$ cat src/hdl/svm_pkg.sv
`timescale 1ns / 1ps
// shared types, codes and sizes for the stack machine step unit
package svm_pkg;

   localparam int WORD_W      = 32;
   localparam int PROG_DEPTH  = 256;
   localparam int PROG_AW     = $clog2(PROG_DEPTH);
   localparam int LEN_W       = PROG_AW + 1;
   localparam int STACK_DEPTH = 64;
   localparam int STACK_AW    = $clog2(STACK_DEPTH);
   localparam int REG_COUNT   = 16;
   localparam int REG_AW      = $clog2(REG_COUNT);

   typedef logic [WORD_W-1:0] word_type;
   typedef logic [REG_AW-1:0] ridx_type;
   typedef logic [1:0]        req_op_type;
   typedef logic [4:0]        ins_type;
   typedef logic [4:0]        step_type;

   // register file slots
   localparam ridx_type R_A   = ridx_type'(0);
   localparam ridx_type R_B   = ridx_type'(1);
   localparam ridx_type R_C   = ridx_type'(2);
   localparam ridx_type R_SP  = ridx_type'(12);
   localparam ridx_type R_IP  = ridx_type'(13);
   localparam ridx_type R_JMP = ridx_type'(14);
   localparam ridx_type R_RUN = ridx_type'(15);

   // request opcodes
   localparam req_op_type REQ_LOAD  = 2'd0;
   localparam req_op_type REQ_CLEAR = 2'd1;
   localparam req_op_type REQ_TICK  = 2'd2;

   // instruction codes
   localparam ins_type OP_HLT  = 5'd0;
   localparam ins_type OP_PSH  = 5'd1;
   localparam ins_type OP_POP  = 5'd2;
   localparam ins_type OP_ADD  = 5'd3;
   localparam ins_type OP_MUL  = 5'd4;
   localparam ins_type OP_DIV  = 5'd5;
   localparam ins_type OP_SUB  = 5'd6;
   localparam ins_type OP_MOD  = 5'd7;
   localparam ins_type OP_SLT  = 5'd8;
   localparam ins_type OP_MOV  = 5'd9;
   localparam ins_type OP_SET  = 5'd10;
   localparam ins_type OP_LOG  = 5'd11;
   localparam ins_type OP_LOGR = 5'd12;
   localparam ins_type OP_LOGS = 5'd13;
   localparam ins_type OP_IF   = 5'd14;
   localparam ins_type OP_IFN  = 5'd15;
   localparam ins_type OP_GLD  = 5'd16;
   localparam ins_type OP_GPT  = 5'd17;
   localparam ins_type OP_NOP  = 5'd18;
   localparam ins_type OP_UNK  = 5'd31;

   // sequencer steps, also the controller state codes
   localparam step_type ST_IDLE  = 5'd0;
   localparam step_type ST_TICK0 = 5'd1;
   localparam step_type ST_F1    = 5'd2;
   localparam step_type ST_F2    = 5'd3;
   localparam step_type ST_F3    = 5'd4;
   localparam step_type ST_F4    = 5'd5;
   localparam step_type ST_R1    = 5'd6;
   localparam step_type ST_R2    = 5'd7;
   localparam step_type ST_EX    = 5'd8;
   localparam step_type ST_BA    = 5'd9;
   localparam step_type ST_BB    = 5'd10;
   localparam step_type ST_BC    = 5'd11;
   localparam step_type ST_BE    = 5'd12;
   localparam step_type ST_BD    = 5'd13;
   localparam step_type ST_LS    = 5'd14;
   localparam step_type ST_LS2   = 5'd15;
   localparam step_type ST_GP    = 5'd16;
   localparam step_type ST_GP2   = 5'd17;
   localparam step_type ST_ADV   = 5'd18;
   localparam step_type ST_FIN   = 5'd19;

   typedef struct packed {
      step_type step;
      logic     accept;
      logic     rsp_load;
   } svm_cmd_type;

   typedef struct packed {
      ins_type op;
      logic    tick_ok;
      logic    div_zero;
      logic    div_done;
   } svm_sts_type;

endpackage

$ cat src/hdl/svm_ctrl.sv
`timescale 1ns / 1ps
// controller: instruction sequencer and channel handshakes
module svm_ctrl import svm_pkg::*; (
   input  logic        clock,
   input  logic        reset,
   input  logic        req_valid,
   output logic        req_ready,
   input  logic [1:0]  req_opcode,
   output logic        rsp_valid,
   input  logic        rsp_ready,
   input  svm_sts_type sts,
   output svm_cmd_type cmd
);

   step_type state_ff, state_in;
   logic     rsp_valid_ff, rsp_valid_in;
   logic     accept, load_ok;

   assign req_ready = state_ff == ST_IDLE;
   assign accept    = req_valid && req_ready;
   // result register is free or being emptied this cycle
   assign load_ok   = !rsp_valid_ff || rsp_ready;

   always_comb begin
      state_in = state_ff;
      unique case (state_ff)
         ST_IDLE: begin
            if (accept) begin
               state_in = (req_opcode == REQ_TICK && sts.tick_ok) ? ST_TICK0 : ST_FIN;
            end
         end
         ST_TICK0: state_in = ST_F1;
         ST_F1:    state_in = ST_F2;
         ST_F2:    state_in = ST_F3;
         ST_F3:    state_in = ST_F4;
         ST_F4:    state_in = ST_R1;
         ST_R1:    state_in = ST_R2;
         ST_R2:    state_in = ST_EX;
         ST_EX: begin
            priority if (sts.op == OP_ADD || sts.op == OP_MUL || sts.op == OP_DIV ||
                         sts.op == OP_SUB || sts.op == OP_MOD) begin
               state_in = ST_BA;
            end else if (sts.op == OP_LOGS) begin
               state_in = ST_LS;
            end else if (sts.op == OP_GPT) begin
               state_in = ST_GP;
            end else begin
               state_in = ST_ADV;
            end
         end
         ST_BA:    state_in = ST_BB;
         ST_BB:    state_in = ST_BC;
         ST_BC:    state_in = ST_BE;
         ST_BE: begin
            if ((sts.op == OP_DIV || sts.op == OP_MOD) && !sts.div_zero) begin
               state_in = ST_BD;
            end else begin
               state_in = ST_ADV;
            end
         end
         ST_BD: begin
            if (sts.div_done) begin
               state_in = ST_ADV;
            end
         end
         ST_LS:    state_in = ST_LS2;
         ST_LS2:   state_in = ST_ADV;
         ST_GP:    state_in = ST_GP2;
         ST_GP2:   state_in = ST_ADV;
         ST_ADV:   state_in = ST_FIN;
         ST_FIN: begin
            if (load_ok) begin
               state_in = ST_IDLE;
            end
         end
         default:  state_in = ST_IDLE;
      endcase
   end

   always_comb begin
      rsp_valid_in = rsp_valid_ff;
      if (rsp_ready) begin
         rsp_valid_in = 1'b0;
      end
      if (state_ff == ST_FIN && load_ok) begin
         rsp_valid_in = 1'b1;
      end
   end

   always_ff @(posedge clock) begin
      if (reset) begin
         state_ff     <= ST_IDLE;
         rsp_valid_ff <= 1'b0;
      end else begin
         state_ff     <= state_in;
         rsp_valid_ff <= rsp_valid_in;
      end
   end

   assign rsp_valid    = rsp_valid_ff;
   assign cmd.step     = state_ff;
   assign cmd.accept   = accept;
   assign cmd.rsp_load = state_ff == ST_FIN && load_ok;

   a_no_tick_direct: assert property (@(posedge clock) disable iff (reset)
      accept && req_opcode != REQ_TICK |=> state_ff == ST_FIN)
      else $error("load or clear did not go straight to finish");

   a_div_wait: assert property (@(posedge clock) disable iff (reset)
      state_ff == ST_BD && !sts.div_done |=> state_ff == ST_BD)
      else $error("left divide wait before done");

   a_fin_hold: assert property (@(posedge clock) disable iff (reset)
      state_ff == ST_FIN && rsp_valid_ff && !rsp_ready |=> state_ff == ST_FIN && rsp_valid)
      else $error("result overwritten while stalled");

endmodule
$ cat config.mk
export PLATFORM = sky130hd
export DESIGN_NAME = svm_ctrl
export DESIGN_NICKNAME = d
export VERILOG_FILES = /design/src/hdl/svm_pkg.sv /design/src/hdl/svm_ctrl.sv
export SDC_FILE = /design/constraint.sdc
export NUM_CORES = 1
export LEC_CHECK = 0
export BUFFER_PORTS_ARGS = -buffer_cell sky130_fd_sc_hd__buf_2
export CAP_MARGIN = 20
export CELL_PAD_IN_SITES_DETAIL_PLACEMENT = 1
export CELL_PAD_IN_SITES_GLOBAL_PLACEMENT = 1
export CORE_MARGIN = 5
export CORE_UTILIZATION = 33
export DETAILED_ROUTE_END_ITERATION = 6
export PLACE_DENSITY = 0.78
export SYNTH_ARGS = -nofsm -noshare
export SYNTH_HDL_FRONTEND = slang
export SYNTH_SLANG_ARGS = --single-unit
$ cat constraint.sdc
create_clock -name clock -period 1.6 [get_ports clock]
set_input_delay 0.24 -clock clock [delete_from_list [all_inputs] [get_ports clock]]
set_output_delay 0.24 -clock clock [all_outputs]
set_load 0.005 [all_outputs]
==> results of run 1 <==
## placed cells by master, fill, tap and decap left out, drive strengths merged, types with 4 or more instances in the layout
cell type  netlist  layout
nand2            5       5
a21oi            5       5
buf              7      31
nor2             7       7
or3              4       4
inv              4       4
dfxtp            6       6
o21ai            9       9
nand2b           5       5
## worst max-delay path: cells and delay by family, from the launching register on
family | cells | cell delay, ns
AND/OR/NAND/NOR | 3 | 0.67
flip-flops | 1 | 0.34
buffers and inverters | 1 | 0.11
## through the flow
step	utilization	cell area, sq um	hold WS (ns)
after CTS	0.436	828	0.265
after global routing	0.441	840	0.287
after detailed placement	0.420	800	0.526
after floorplan	-	641	0.309
after global placement	0.420	800	0.516
final	0.441	840	0.266
## registers in the layout, indices dropped and copies added, names as in the netlist
signal,flops
state_ff,5
rsp_valid,1
## path summary, 6_finish.rpt
| check | startpoint | end | slack, ns | cells past startpoint |
|---|---|---|---|---|
| worst min register to register | rsp_valid$_SDFFE_PP0P_ | rsp_valid$_SDFFE_PP0P_ | 0.57 | 2 |
| worst max-delay path | state_ff[0]$_SDFFE_PP0P_ | cmd[1] | -0.007 | 4 |
| worst min-delay path | reset | rsp_valid$_SDFFE_PP0P_ | 0.27 | 2 |
| worst max register to register | state_ff[1]$_SDFFE_PP0P_ | state_ff[4]$_SDFFE_PP0P_ | 0.09 | 5 |
## per-layer routing
layer,vias to the layer above,routed length [microns]
met5,-,0
met4,0,0
met3,0,66
met2,13,1030
met1,342,897
li1,369,-
## power groups by stage
stage          Clock (uW)  Combinational [uW]  Sequential (uW)
6_report              142                 636              257
5_1_grt               155                 698              267
4_1_cts               147                 623              252
3_5_place_dp            0                 613              254
3_3_place_gp            0                 594              251
2_1_floorplan           0                 423              228
## what timing repair did
action                     in CTS  in global routing
pin swaps                       0                  1
resized for setup               2                  5
setup endpoints to repair       3                  3
## cell families (layout without fill, tap and decap cells)
group,count (synthesis),in the layout,share of synthesized area
AND/OR/NAND/NOR,35,35,0.346
buffers and inverters,12,38,0.105
AO/OA/AOI/OAI,32,32,0.361
flip-flops,6,6,0.188
## area by class of cell
type | count | share of cell area
sequential | 6 | 0.151
multi-input combinational | 67 | 0.553
timing repair buffer | 31 | 0.212
clock buffer | 3 | 0.0268
inverter | 4 | 0.0179
tap | 27 | 0.0402
==> results.cfg, run 1 <==
[synth]
yosysTopAreaCell = dfxtp_1
syn-mean-instance-area_sq_um = 7.54
synth.area.top_cells = dfxtp_1, nor2_1, o21ai_0
yosysMostFrequentCell = nor2_1
yosysWarnings = 0
syn_inst = 85
syn-num-nets = 99
ys_ff_latch = 6
seq_area_frac_synth = 0.188
synth_edf_count = 0
synth_top_area_share = 0.188
synth-async-reset-ratio = 0
synth.distinct_cells = 43
synth_common_cells = nor2_1, dfxtp_1, o21ai_0
synthesis.area_sq_um = 641
ys.flop_type = dfxtp_1

[routing]
ant_nets = 0
firstDrtPassIters = 4
drc = 0
route.vias.total = 724
wl_per_cell_microns = 14.4
viasPerCell = 5.25
wirelength_microns = 1990
drt-initial-drc-count = 7

[timing]
grt_setup_unrepaired = true
max_freq_ghz = 0.622
clock-skew-final_ns = 0.00201
worst_slew_pin_slew_ns = 0.387
fin_crit_ns = 1.61
fin_crit_sh = 1.00
relSlewSlack = 0.736
finalHoldViolations = 0
maxSlewViolCount = 0
setup_viol = 1
tns_ns = -0.00727
worst_slack_ns = -0.00727

[die]
fp.dieH_microns = 54.1
die_x_microns = 54.1
ios = 23
die_area_sq_um = 2920
start_util = 0.337
num_rows = 16
core-area_sq_um = 1900

[clocking]
clockBufferDepth = 2
hold_buffers = 0
clk_pin_slew_ns = 0.05
clock_sinks = 6
insertion_delay_ns = 0.25
cts-root-buf = clkbuf_4
numCtsBuffers = 3
cts-htree-levels = 1
cts_setup_buffers = 0
cts_tree = built

[job]
cap_violations = 0

[power]
power_switching_uw = 428
p_per_area_nw_per_um2 = 1230
p_clk_frac = 0.137
total_power_uw = 1040
p_comb_frac = 0.615
vdd_drop_max_v = 0.000706
seqPwrFrac = 0.248
p_int_uw = 607
p_leak_uw = 0.000357
sw_frac_of_total = 0.414

[cells_and_area]
final_nets = 127
fillers = 257
multi_input_area_sq_um = 464
regArea_sq_um = 126
antennaDiodeCount = 0
area_growth_pct = 31.1
drive_above_1_share = 0.459
stdcell_count = 138

[worst_setup_path]
worstPathRequired_ns = 1.36
path_cells = or3_4, nor3_4, and2_1, buf_2
endpoint_kind = output port
slowest_delay_ns = 0.42
crit_arrival_ns = 1.37
slowest_stage = or3_4
crit_fanout = 6
crit_type = flip-flop to output port
setup.worst_path.start_class = flip-flop

[run_status]
violations = negative setup slack
status = complete, but fails checks

[placed_design]
gp_congestion = 0.855
hpwl_microns = 1640
io_buffers = 22
pre_cts_ws_ns = 0.0828
post-place-cells = 135

[global_route]
grt_overflow = 0
grt_pass1_wl_microns = 3290
gr-usage-all-layers = 0.151
met2_usage = 0.272
grt_pass1_vias = 764
use_met1 = 0.177
use_met3 = 0.0443
grt_busiest_layer = met2
grt_max_degree = 15
antenna_found_initial = 0

[hold_path]
hold_class = input pin to flip-flop
Power figures use the tool's default switching activity.
==> run 2, diff against run 1 <==
--- a/config.mk
+++ b/config.mk
@@ -5,7 +5,7 @@
 export SDC_FILE = /design/constraint.sdc
 export NUM_CORES = 1
 export LEC_CHECK = 0
-export BUFFER_PORTS_ARGS = -buffer_cell sky130_fd_sc_hd__buf_2
+export BUFFER_PORTS_ARGS = -buffer_cell sky130_fd_sc_hd__buf_4
 export CAP_MARGIN = 20
 export CELL_PAD_IN_SITES_DETAIL_PLACEMENT = 1
 export CELL_PAD_IN_SITES_GLOBAL_PLACEMENT = 1
==> run 2 against run 1 <==
Net effect: the flow still finishes with violations (negative setup slack); clock-buffer cell count unchanged; clock skew grew 0.0022 ns; via count grew 7.5%; critical path depth unchanged; sequential power up 2%; die area is the same; cell area up 9.8%; utilization up 4.3 points; final cell count up 2.2%; total power increased by 9.2%; maximum frequency barely moved; first-iteration DRC count increased by 140%; largest power group unchanged.
==> results.cfg, run 2 (synthesis results as in run 1) <==
[power]
seqPwrFrac = 0.231
p_clk_frac = 0.123
vdd_drop_max_v = 0.000585
p_int_uw = 667
p_comb_frac = 0.646
total_power_uw = 1130
sw_frac_of_total = 0.410
p_leak_uw = 0.000386
p_per_area_nw_per_um2 = 1230
power_switching_uw = 463

[routing]
drc = 0
wirelength_microns = 2250
firstDrtPassIters = 4
viasPerCell = 5.52
ant_nets = 0
drt-initial-drc-count = 17
wl_per_cell_microns = 16.0
route.vias.total = 778

[clocking]
cts-root-buf = clkbuf_4
cts-htree-levels = 1
clock_sinks = 6
cts_tree = built
numCtsBuffers = 3
clockBufferDepth = 2
insertion_delay_ns = 0.24
clk_pin_slew_ns = 0.05

[cells_and_area]
largest_reg_flops = 5
layout_commonest_cell = buf_4
antennaDiodeCount = 0
area_growth_pct = 43.9
regMostFlops = state_ff
drive_above_1_share = 0.474
stdcell_area_sq_um = 922
final_nets = 130
mostFrequentLayoutCells = buf_4, nor2_1, o21ai_0

[die]
start_util = 0.337
fp.dieH_microns = 54.1
die_x_microns = 54.1
num_rows = 16
core-area_sq_um = 1900
ios = 23
die_area_sq_um = 2920

[timing]
maxSlewViolCount = 0
fin_crit_sh = 1.00
worst_slew_pin_slew_ns = 0.522
setup_viol = 1
clock-skew-final_ns = 0.00423
max_freq_ghz = 0.622
holdWs_ns = 0.230
grt_setup_unrepaired = true
fin_crit_ns = 1.61
worst_slack_ns = -0.00727
relSlewSlack = 0.643
finalHoldViolations = 0

[hold_path]
hold_class = input pin to flip-flop
hold_end = rsp_valid$_SDFFE_PP0P_
hp-start = reset
hold_depth = 2

[global_route]
grt_max_degree = 15
grt_pass1_wl_microns = 3570
grt_pass1_vias = 786
grt_overflow = 0
gr-usage-all-layers = 0.168
antenna_found_initial = 0

[worst_setup_path]
reg2reg_slack_ns = 0.03
r2r_cells = 5
timing.rr.start = state_ff[1]$_SDFFE_PP0P_
crit_arrival_ns = 1.37
setup.worst_path.start_class = flip-flop
crit_type = flip-flop to output port
crit_fanout = 5
endpoint_kind = output port
r2r_end = state_ff[4]$_SDFFE_PP0P_
worstPathRequired_ns = 1.36

[run_status]
violations = negative setup slack
status = complete, but fails checks

[job]
cap_violations = 0

[placed_design]
gp_congestion = 0.815
hpwl_microns = 1780
placed_area_sq_um = 855
io_buffers = 22
-- run 2: how the worst max path moves through the flow --
stage,slack [ns],endpoint,depth (start not counted),from
after floorplan,0.001,cmd[1],5,state_ff[4]$_SDFFE_PP0P_
after global placement,0.11,state_ff[4]$_SDFFE_PP0P_,5,state_ff[1]$_SDFFE_PP0P_
after detailed placement,0.03,state_ff[0]$_SDFFE_PP0P_,6,sts[3]
after CTS,-0.02,cmd[1],4,state_ff[1]$_SDFFE_PP0P_
after global routing,-0.07,cmd[1],4,state_ff[1]$_SDFFE_PP0P_
final,-0.007,cmd[1],4,state_ff[0]$_SDFFE_PP0P_
-- run 2: layer usage --
metal | GRT usage | wire length, microns | vias up
li1 | - | - | 375
met1 | 0.198 | 956 | 384
met2 | 0.310 | 1190 | 19
met3 | 0.0416 | 103 | 0
met4 | 0.0249 | 0 | 0
met5 | 0 | 0 | -
-- run 2: metrics by stage --
stage / util / setup slack, ns / TNS, ns / cells
2_1_floorplan: - / 0.00119 / 0 / 85
5_1_grt: 0.485 / -0.0703 / -0.175 / 141
4_1_cts: 0.474 / -0.0189 / -0.0189 / 139
3_3_place_gp: 0.449 / 0.112 / 0 / 135
6_report: 0.485 / -0.00727 / -0.00727 / 141
3_5_place_dp: 0.449 / 0.0260 / 0 / 135
-- run 2: final cells by class --
class / instances / area (sq um)
multi-input combinational: 67 / 464
timing repair buffer: 34 / 255
clock buffer: 3 / 22.5
tap: 27 / 33.8
fill: 247 / 980
inverter: 4 / 15.0
sequential: 6 / 131
-- run 2: power by group through the flow --
stage	sequential, uW	clock [uW]	combinational, uW
after floorplan	228	0	423
after global placement	249	0	657
after detailed placement	252	0	679
after CTS	256	147	731
after global routing	267	159	786
final	262	139	730
-- run 2: timing repair --
action,4_1_cts,5_1_grt
hold buffers,0,0
buffers inserted,1,2
pin swaps,1,0
gates resized for setup,6,3
endpoints found under the setup margin,3,4
endpoints found under the hold margin,0,0
-- run 2: worst max-delay path, stage by stage (launching register included) --
cell	delay, ns
dfxtp_4	0.35
or3_4	0.39
nor3_4	0.13
and2_1	0.14
buf_4	0.10
==> run 3, diff against run 2 <==
==> config.mk (replaced) <==
export PLATFORM = sky130hd
export DESIGN_NAME = svm_ctrl
export DESIGN_NICKNAME = d
export VERILOG_FILES = /design/src/hdl/svm_pkg.sv /design/src/hdl/svm_ctrl.sv
export SDC_FILE = /design/constraint.sdc
export NUM_CORES = 1
export LEC_CHECK = 0
export ABC_AREA = 1
export BUFFER_PORTS_ARGS = -buffer_cell sky130_fd_sc_hd__buf_4
export CAP_MARGIN = 20
export CORE_MARGIN = 5
export CORE_UTILIZATION = 40
export DETAILED_ROUTE_END_ITERATION = 6
export PLACE_DENSITY = 0.68
export SYNTH_ARGS = -nofsm -noshare
export SYNTH_HDL_FRONTEND = slang
export SYNTH_SLANG_ARGS = --single-unit
==> run 3 against run 2 <==
Net effect: the run now ends clean; critical endpoint is now cmd[0]; maximum frequency increased by 8.5%; area after synthesis increased by 8.6%; via count increased by 4.9%; largest power group unchanged; largest cell class unchanged; utilization increased by 4.8 points; synthesized cell count increased by 41%; sequential share of layout area decreased by 0.48 points; worst setup slack improved by 0.13 ns; total power increased by 4.3%; clock-buffer cell count unchanged; final cell count increased by 13%.
==> results.cfg, run 3 <==
[cells_and_area]
final_nets = 159
drive_above_1_share = 0.378
antennaDiodeCount = 0
layout_commonest_cell = nand2_1
mostFrequentLayoutCells = nand2_1, buf_4, inv_1, nor2_1, nand3_1
regMostFlops = state_ff
stdcell_count = 160
largest_reg_flops = 5
area_growth_pct = 29.3

[global_route]
grt_overflow = 0
grt_max_degree = 11
antenna_found_initial = 0
gr-usage-all-layers = 0.161
grt_pass1_vias = 780
grt_pass1_wl_microns = 3200

[worst_setup_path]
crit_arrival_ns = 1.24
crit_type = flip-flop to output port
endpoint_kind = output port
cp_num_buf_inv = 2
crit_fanout = 5
path_cells = inv_2, nand2_2, nor4_2, buf_4
worstPathRequired_ns = 1.36
cp_top_family = flip-flops
slowest_delay_ns = 0.36
slowest_stage = dfxtp_1
setup.worst_path.start_class = flip-flop

[clocking]
clockBufferDepth = 2
numCtsBuffers = 3
clock_sinks = 6
cts_setup_buffers = 0
cts-root-buf = clkbuf_4
insertion_delay_ns = 0.25
hold_buffers = 0
clk_pin_slew_ns = 0.05
cts-htree-levels = 1
cts_tree = built

[timing]
maxSlewViolCount = 0
fin_crit_ns = 1.48
clock-skew-final_ns = 0.00314
worst_slew_pin_slew_ns = 0.287
fin_crit_sh = 0.925
relSlewSlack = 0.807
grt_setup_unrepaired = false
setup_viol = 0
tns_ns = 0
finalHoldViolations = 0
max_freq_ghz = 0.675

[synth]
synth.area.top_cells = dfxtp_1, nand2_1, inv_1
seq_area_frac_synth = 0.173
syn-mean-instance-area_sq_um = 5.80
yosysWarnings = 0
synth.distinct_cells = 22
syn-num-nets = 134
yosysMostFrequentCell = nand2_1
ys_ff_latch = 6
syn_inst = 120
synth_edf_count = 0
synth_top_area_share = 0.173
ys.flop_type = dfxtp_1
synth-async-reset-ratio = 0
yosysTopAreaCell = dfxtp_1
synthesis.area_sq_um = 696
synth_common_cells = nand2_1, inv_1, nor2_1, nand3_1, nand2_2

[power]
vdd_drop_max_v = 0.000613
p_leak_uw = 0.000510
total_power_uw = 1180
p_per_area_nw_per_um2 = 1310

[hold_path]
hold_class = input pin to flip-flop

[routing]
route.vias.total = 816
wl_per_cell_microns = 11.4
drc = 0
firstDrtPassIters = 4
viasPerCell = 5.10
ant_nets = 0
drt-initial-drc-count = 27
wirelength_microns = 1820

[die]
num_rows = 15
core-area_sq_um = 1690
fp.dieH_microns = 51.7
start_util = 0.412
die_area_sq_um = 2670
die_x_microns = 51.7
ios = 23

[placed_design]
post-place-cells = 157
hpwl_microns = 1450
gp_congestion = 0.905
io_buffers = 22

[job]
cap_violations = 0

[run_status]
status = complete, no violations
## run 3: cell count changes after synthesis, moves of 5 or more
cell / change
o21ai_0: -5
nand2_1: +20
nor2_1: +11
inv_1: +16
nand3_1: +9
nand2_2: +7
nand4_1: +7
## run 3: cell families after synthesis
kind of cell    after synthesis  share of synthesized area
buf+inv                      27                      0.160
compound gates                6                     0.0504
flops                         6                      0.173
simple gates                 81                      0.617
## run 3: area by class of cell
cell class / count / area, sq um
Fill cell: 185 / 790
Timing Repair Buffer: 22 / 165
Tap cell: 17 / 21.3
Sequential cell: 6 / 124
Clock buffer: 3 / 22.5
Inverter: 25 / 96.3
Multi-Input combinational cell: 87 / 470
## run 3: power breakdown
group          switching, uW  internal, uW
registers                101           200
logic                    424           309
clock network           60.9          85.2
## run 3: repair_timing
| item | CTS | global route |
|---|---|---|
| gates resized for setup | 3 | 1 |
| endpoints found under the setup margin | 1 | 1 |
| gates cloned | 0 | 0 |
| pin swaps | 0 | 0 |
| hold endpoints to repair | 0 | 0 |
## run 3: layer usage
metal	wire length, microns	GRT usage	vias to the layer above
li1	-	-	427
met1	804	0.199	351
met2	876	0.265	32
met3	113	0.0430	6
met4	29	0.0655	0
met5	0	0	-
## run 3: path summary, 6_finish.rpt
check	startpoint	end	slack, ns	cells past startpoint
worst max-delay path	state_ff[3]$_SDFFE_PP0P_	cmd[0]	0.12	4
worst min-delay path	reset	state_ff[4]$_SDFFE_PP0P_	0.16	2
worst max register to register	state_ff[2]$_SDFFE_PP0P_	state_ff[1]$_SDFFE_PP0P_	0.25	6
worst min register to register	rsp_valid$_SDFFE_PP0P_	state_ff[4]$_SDFFE_PP0P_	0.64	4
## run 3: stage by stage
stage,utilization,hold slack [ns],instance area (sq um),worst slack [ns]
after CTS,0.529,0.162,893,0.0976
after global placement,0.513,0.429,867,0.229
after detailed placement,0.513,0.434,867,0.252
final,0.533,0.164,900,0.119
after global routing,0.533,0.149,900,0.00129
after floorplan,-,0.309,696,0.365
